File: config.mk
export PLATFORM = sky130hd
export DESIGN_NAME = wildcard_byte_pattern_scanner
export DESIGN_NICKNAME = d
export VERILOG_FILES = /design/src/wbps_pkg.sv /design/src/wildcard_byte_pattern_scanner.sv
export SDC_FILE = /design/constraint.sdc
export NUM_CORES = 2
export LEC_CHECK = 0
export BUFFER_PORTS_ARGS = -buffer_cell sky130_fd_sc_hd__buf_2
export CAP_MARGIN = 20
export CORE_ASPECT_RATIO = 1.75
export CORE_UTILIZATION = 40
export CTS_BUF_LIST = sky130_fd_sc_hd__clkbuf_8
export DETAILED_ROUTE_END_ITERATION = 8
export GPL_ROUTABILITY_DRIVEN = 0
export PLACE_DENSITY_LB_ADDON = 0.12
export SETUP_SLACK_MARGIN = 0.15
export SYNTH_ARGS = -nofsm -noshare
export SYNTH_HDL_FRONTEND = slang
export SYNTH_SLANG_ARGS = --single-unit
File: constraint.sdc
create_clock -name clk -period 35.6 [get_ports clk]
set_input_delay 3.56 -clock clk [delete_from_list [all_inputs] [get_ports clk]]
set_output_delay 3.56 -clock clk [all_outputs]
set_load 0.005 [all_outputs]
File: src/wbps_pkg.sv
`default_nettype none

package wbps_pkg;

  // Default window depth and captured pointer size
  localparam int MAX_PATTERN_BYTES_DEF = 16;
  localparam int POINTER_BYTES_DEF     = 8;

  // Pattern bytes held by the configuration registers
  localparam int CONFIG_PATTERN_BYTES = 16;

  // Configuration register map
  localparam int CFG_IDX_W = 3;

  typedef enum logic [CFG_IDX_W-1:0] {
    CFG_PATTERN_LOW   = 3'd0,
    CFG_PATTERN_HIGH  = 3'd1,
    CFG_WILDCARD_MASK = 3'd2,
    CFG_PATTERN_LEN   = 3'd3,
    CFG_CAPTURE_POS   = 3'd4,
    CFG_REPORT_START  = 3'd5,
    CFG_RESULT_OFFSET = 3'd6
  } cfg_index_t;

  // Reset values of the configuration registers
  localparam logic [4:0] PATTERN_LEN_RST = 5'd1;
  localparam logic [4:0] CAPTURE_POS_RST = 5'd16;

endpackage

`default_nettype wire

File: src/wildcard_byte_pattern_scanner.sv
// Channel  | Handshake           | Payload
// ---------+---------------------+-------------------------------------------
// in       | in_valid/in_ready   | data_byte, byte_address, new_scan
// out      | out_valid/out_ready | result_value, match_start
// cfg      | cfg_valid/cfg_ready | cfg_index, cfg_data
//
// One byte per cycle while in_ready is high; a matching byte is registered in stage one, then in the output register.
// Stage one holds the shifted window; the compare runs into the output register.
// in_ready drops only while a held result is stalled and stage one is full.
// Synchronous reset clears the fill count and stage valids, and sets the config registers to their reset values.
// cfg_ready is always high.
`default_nettype none

module wildcard_byte_pattern_scanner
  import wbps_pkg::*;
#(
  parameter int MAX_PATTERN_BYTES = MAX_PATTERN_BYTES_DEF,
  parameter int POINTER_BYTES     = POINTER_BYTES_DEF
) (
  input  wire logic                 clk,
  input  wire logic                 rst,
  // input words
  input  wire logic                 in_valid,
  output logic                      in_ready,
  input  wire logic [7:0]           data_byte,
  input  wire logic [63:0]          byte_address,
  input  wire logic                 new_scan,
  // result words
  output logic                      out_valid,
  input  wire logic                 out_ready,
  output logic [63:0]               result_value,
  output logic [63:0]               match_start,
  // configuration writes
  input  wire logic                 cfg_valid,
  output logic                      cfg_ready,
  input  wire logic [CFG_IDX_W-1:0] cfg_index,
  input  wire logic [63:0]          cfg_data
);

  localparam int LIM = (MAX_PATTERN_BYTES < CONFIG_PATTERN_BYTES) ?
                       MAX_PATTERN_BYTES : CONFIG_PATTERN_BYTES;
  localparam int IW  = $clog2(MAX_PATTERN_BYTES);
  localparam int FW  = $clog2(MAX_PATTERN_BYTES + 1);
  localparam int CW  = ((FW > 5) ? FW : 5) + 1;
  localparam int PW  = 8 * POINTER_BYTES;

  // Configuration registers
  logic [127:0] pattern;
  logic [15:0]  wildcard_mask;
  logic [4:0]   pattern_length;
  logic [4:0]   capture_position;
  logic         report_from_start;
  logic [15:0]  result_offset;

  assign cfg_ready = 1'b1;

  always_ff @(posedge clk) begin
    if (rst) begin
      pattern           <= '0;
      wildcard_mask     <= '0;
      pattern_length    <= PATTERN_LEN_RST;
      capture_position  <= CAPTURE_POS_RST;
      report_from_start <= 1'b1;
      result_offset     <= '0;
    end else if (cfg_valid) begin
      unique case (cfg_index_t'(cfg_index))
        CFG_PATTERN_LOW:   pattern[63:0]     <= cfg_data;
        CFG_PATTERN_HIGH:  pattern[127:64]   <= cfg_data;
        CFG_WILDCARD_MASK: wildcard_mask     <= cfg_data[15:0];
        CFG_PATTERN_LEN:   pattern_length    <= cfg_data[4:0];
        CFG_CAPTURE_POS:   capture_position  <= cfg_data[4:0];
        CFG_REPORT_START:  report_from_start <= cfg_data[0];
        CFG_RESULT_OFFSET: result_offset     <= cfg_data[15:0];
        default: ;
      endcase
    end
  end

  // Effective pattern length, saturated to the window
  logic [4:0] len_eff;
  logic [4:0] len_m1;
  assign len_eff = (pattern_length > 5'(LIM)) ? 5'(LIM) : pattern_length;
  assign len_m1  = len_eff - 5'd1;

  // Handshake: stage one moves on whenever the output register is free
  logic s1_valid;
  logic out_free;
  logic in_take;
  assign out_free = !out_valid || out_ready;
  assign in_ready = !s1_valid || out_free;
  assign in_take  = in_valid && in_ready;

  // Stage one: byte window, fill count and precomputed addresses
  logic [7:0]    win [MAX_PATTERN_BYTES];
  logic [FW-1:0] fill;
  logic [FW-1:0] fill_base;
  logic [FW-1:0] fill_next;
  logic [63:0]   s1_start;
  logic [63:0]   s1_start_val;
  logic [63:0]   s1_end_val;
  logic [17:0]   adj_start;
  logic [17:0]   adj_end;

  assign fill_base = new_scan ? '0 : fill;
  assign fill_next = (fill_base < FW'(MAX_PATTERN_BYTES)) ? fill_base + FW'(1) : fill_base;

  // offset - (len - 1) and offset + 1, as small signed values
  assign adj_start = 18'(signed'(result_offset)) - {13'd0, len_m1};
  assign adj_end   = 18'(signed'(result_offset)) + 18'd1;

  always_ff @(posedge clk) begin
    if (rst) begin
      s1_valid <= 1'b0;
      fill     <= '0;
    end else begin
      if (in_take) begin
        s1_valid <= 1'b1;
        fill     <= fill_next;
      end else if (out_free) begin
        s1_valid <= 1'b0;
      end
    end
  end

  always_ff @(posedge clk) begin
    if (in_take) begin
      win[0] <= data_byte;
      for (int i = 1; i < MAX_PATTERN_BYTES; i++) begin
        win[i] <= win[i-1];
      end
      s1_start     <= byte_address - {59'd0, len_m1};
      s1_start_val <= byte_address + 64'(signed'(adj_start));
      s1_end_val   <= byte_address + 64'(signed'(adj_end));
    end
  end

  // Compare: pattern byte j against the window byte len-1-j
  logic            lane_ok [LIM];
  logic [4:0]      lane_idx [LIM];
  logic            all_ok;
  logic            match;

  always_comb begin
    for (int j = 0; j < LIM; j++) begin
      lane_idx[j] = len_m1 - 5'(j);
      lane_ok[j]  = (5'(j) >= len_eff) || wildcard_mask[j] ||
                    (win[lane_idx[j][IW-1:0]] == pattern[8*j +: 8]);
    end
  end

  always_comb begin
    all_ok = 1'b1;
    for (int j = 0; j < LIM; j++) begin
      all_ok = all_ok && lane_ok[j];
    end
  end

  assign match = (len_eff != 5'd0) && (CW'(fill) >= CW'(len_eff)) && all_ok;

  // Pointer capture, little-endian, bytes past the pattern read as zero
  logic          cap_active;
  logic [5:0]    cap_pos [POINTER_BYTES];
  logic [4:0]    cap_idx [POINTER_BYTES];
  logic [PW-1:0] pointer;

  assign cap_active = capture_position < len_eff;

  always_comb begin
    for (int b = 0; b < POINTER_BYTES; b++) begin
      cap_pos[b] = {1'b0, capture_position} + 6'(b);
      cap_idx[b] = 5'({1'b0, len_eff} - 6'd1 - cap_pos[b]);
      if (cap_pos[b] < {1'b0, len_eff}) begin
        pointer[8*b +: 8] = win[cap_idx[b][IW-1:0]];
      end else begin
        pointer[8*b +: 8] = 8'd0;
      end
    end
  end

  // Result value selection
  logic [63:0] value_next;
  always_comb begin
    if (cap_active) begin
      value_next = 64'(pointer) + 64'(signed'(result_offset));
    end else if (report_from_start) begin
      value_next = s1_start_val;
    end else begin
      value_next = s1_end_val;
    end
  end

  // Output register
  always_ff @(posedge clk) begin
    if (rst) begin
      out_valid <= 1'b0;
    end else if (out_free) begin
      out_valid <= s1_valid && match;
    end
  end

  always_ff @(posedge clk) begin
    if (out_free && s1_valid && match) begin
      result_value <= value_next;
      match_start  <= s1_start;
    end
  end

endmodule

`default_nettype wire

==> results.ini <==
[outcome]
status = finished, final reports clean

[route]
drt_iter0_markers = 3344
routedWlPerCell_um = 26.8
ant_nets = 0
routed_wl_um = 175000
firstDrtPassIters = 7
routed_via_density = 6.03
vias = 39500
drc = 0

[yosys]
ys.flop_type = edfxtp_1
ys.warnings.count = 0
yosysSeqAreaShare = 0.347
synth-edff-count = 448
syn_inst = 4644
ys_types = 82
mappedNetlistArea_um2 = 49000
syn_avg_cell_area_um2 = 10.6
ys_ff_latch = 626
async_reset_ff_frac = 0
synth_fp_nets = 5062

[clock_network]
cts_hold_buffers = 0
numCtsBuffers = 103
clkLatencyLatePin_ps = 830
clkSinkCount = 626
post_cts_buffers = 0
tritoncts = done
clockBufferDepth = 3
path_clk_slew_ps = 70
cts_root_buffer = clkbuf_8
htreeDepth = 3
ctsResizeCount = 0

[final_layout]
syn2layout_area_growth_pct = 10.8
finalNetCount = 5258
post_route_cells_drive_above_1_share = 0.182
final_common_cell = nand2_1
final_cell_mix = 583 x nand2_1, 448 x edfxtp_1, 393 x a21oi_1
utilization = 0.447

[critical_path]
worstSetupEndpointType = register
critPathLaunchType = register
path_class = reg -> reg
worstPathArrival_ps = 9980
worst-r2r-setup-slack_ps = 26160
slowest_delay_ps = 960
cpMostUsedCell = nand2_1
crit_fanout = 25
critPathRequiredTime_ps = 36130
worst_path_max_delay_cell = dfxtp_1
crit_chain = nand2_1 -> ha_1 -> nand2_1 -> a21oi_1 -> a221oi_4 -> buf_4 -> xor2_2 -> xnor2_2 -> mux4_2 -> and2_1 -> ha_1 -> nand2_1 -> or3_1 -> or4_1 -> o22ai_1 -> o2111ai_1 -> a311oi_1 -> o31ai_1 -> o31ai_1 -> a221oi_1 -> xor2_1 -> o21ai_0

[grt]
grt_pass1_vias = 39000
antenna_found_initial = 7
grt_max_degree = 129
grt_overflow = 0
grt_util_all_layers = 0.280
grt_pass1_wl_um = 257000

[power]
power_leakage_nw = 22.0
ir_drop_mv = 0.0307
powerDensity_nw_per_um2 = 43.8

[sta]
max_freq_mhz = 106
rsz0062_at_grt = false
finalSetupTns_ps = 0
slew_headroom = 0.210
finalCritPeriodShare = 0.265
slew_violations = 0
hold_viol = 0
finalSetupViolCount = 0
worst_slew_pin_slew_ps = 1150
period_needed_ps = 9440
fin_skew_ps = 33.1

[min_path]
hp-class = reg -> reg

[placed_design]
port-buffer-count = 274
post-dp-hpwl_um = 131000

[floorplan]
ios = 276
die_w_um = 267
row_count = 169
start_util = 0.404
design.core.area_um2 = 121000
die_h_um = 465
die_area_um2 = 124000

[run]
cap_violations = 0

==> critical path, delay by kind of cell (launching register included) <==
kind,cells,cell delay (ps)
XOR/XNOR,3,1380
flip-flops,1,960
adder cells (fa/ha/maj),2,850
AND/OR/NAND/NOR,6,2030
buffers and inverters,1,530
AO/OA/AOI/OAI,9,2720
multiplexers,1,650
==> report_power, final <==
group          internal [mW]  switching, mW  leakage [nW]
sequential             0.861         0.0435          5.72
clock                  0.351          0.330          1.18
combinational          0.330          0.460          15.1
total                   1.54          0.833          22.0
==> layout make-up <==
class,instances,area [um2]
fillers,11700,67100
multi-input cells,3673,30800
flip-flops and latches,626,17000
well taps,1624,2030
repair buffers,345,1940
clock buffers,113,1560
clock inverters,76,556
inverters,91,354
diodes,4,10.0
==> per-stage QoR <==
stage	setup WS [ps]	cell area, um2	power (mW)	hold slack [ps]	instances
after floorplan	20950	49000	1.45	400	4644
after global placement	26340	52100	1.69	402	6354
after detailed placement	26140	52100	1.69	405	6355
after CTS	26090	54200	2.39	415	6544
after global routing	25590	54300	2.48	422	6550
final	26160	54300	2.38	415	6552
==> per-layer routing <==
layer	part of all wire	GRT usage	wire, um
met1	0.37	0.317	64600
met2	0.50	0.487	87700
met3	0.057	0.0366	10000
met4	0.074	0.191	13100
met5	0.00013	0	23
==> flip-flops by register name (all words and copies together) (netlist names) <==
register,count
s1_valid,1
s1_start_val,64
result_value,64
s1_start,64
out_valid,1
s1_end_val,64
capture_position,5
win,128
match_start,64
pattern_length,5
report_from_start,1
result_offset,16
fill,5
wildcard_mask,16
pattern,128
==> cell usage after synthesis, types with 10 or more instances <==
library cell	n	area share
a211o_1	11	0.0020
a211oi_1	56	0.0086
a21boi_0	11	0.0017
a21o_1	139	0.021
a21oi_1	394	0.040
a221oi_1	31	0.0055
a31oi_1	15	0.0019
a41oi_1	14	0.0025
and2_1	51	0.0065
and3_1	26	0.0033
buf_1	22	0.0017
buf_2	27	0.0028
clkbuf_1	201	0.015
dfxtp_1	178	0.073
edfxtp_1	448	0.27
ha_1	264	0.067
inv_1	87	0.0067
mux2_2	46	0.011
mux2i_1	387	0.079
mux4_2	301	0.14
nand2_1	584	0.045
nand2b_1	45	0.0057
nand3_1	65	0.0066
nand4_1	46	0.0059
nor2_1	167	0.013
nor2b_1	60	0.0077
nor3_1	56	0.0057
nor4_1	36	0.0046
o211a_1	19	0.0039
o211ai_1	13	0.0020
o21a_1	29	0.0044
o21ai_0	172	0.018
o21bai_1	26	0.0040
o22ai_1	10	0.0013
o31ai_1	15	0.0023
o41ai_1	10	0.0018
or3_1	21	0.0027
or4_1	16	0.0025
xnor2_1	240	0.043
xor2_1	191	0.034
==> worst paths after layout <==
kind / startpoint / to / cells after the start
worst max-delay path: pattern_length[1] / result_value[60] / 22
worst min-delay path: s1_start[55] / match_start[55] / 0
worst max register to register: pattern_length[1] / result_value[60] / 22
worst min register to register: s1_start[55] / match_start[55] / 0
==> kinds of logic after synthesis <==
family | Yosys count | synth area share
XOR/XNOR | 436 | 0.0792
buffers and inverters | 345 | 0.0275
other | 1 | 0.0000765
adder cells (fa/ha/maj) | 281 | 0.0727
AO/OA/AOI/OAI | 1015 | 0.131
flip-flops | 626 | 0.347
AND/OR/NAND/NOR | 1206 | 0.115
multiplexers | 734 | 0.228
No activity file was read; power rests on OpenSTA's default activity.
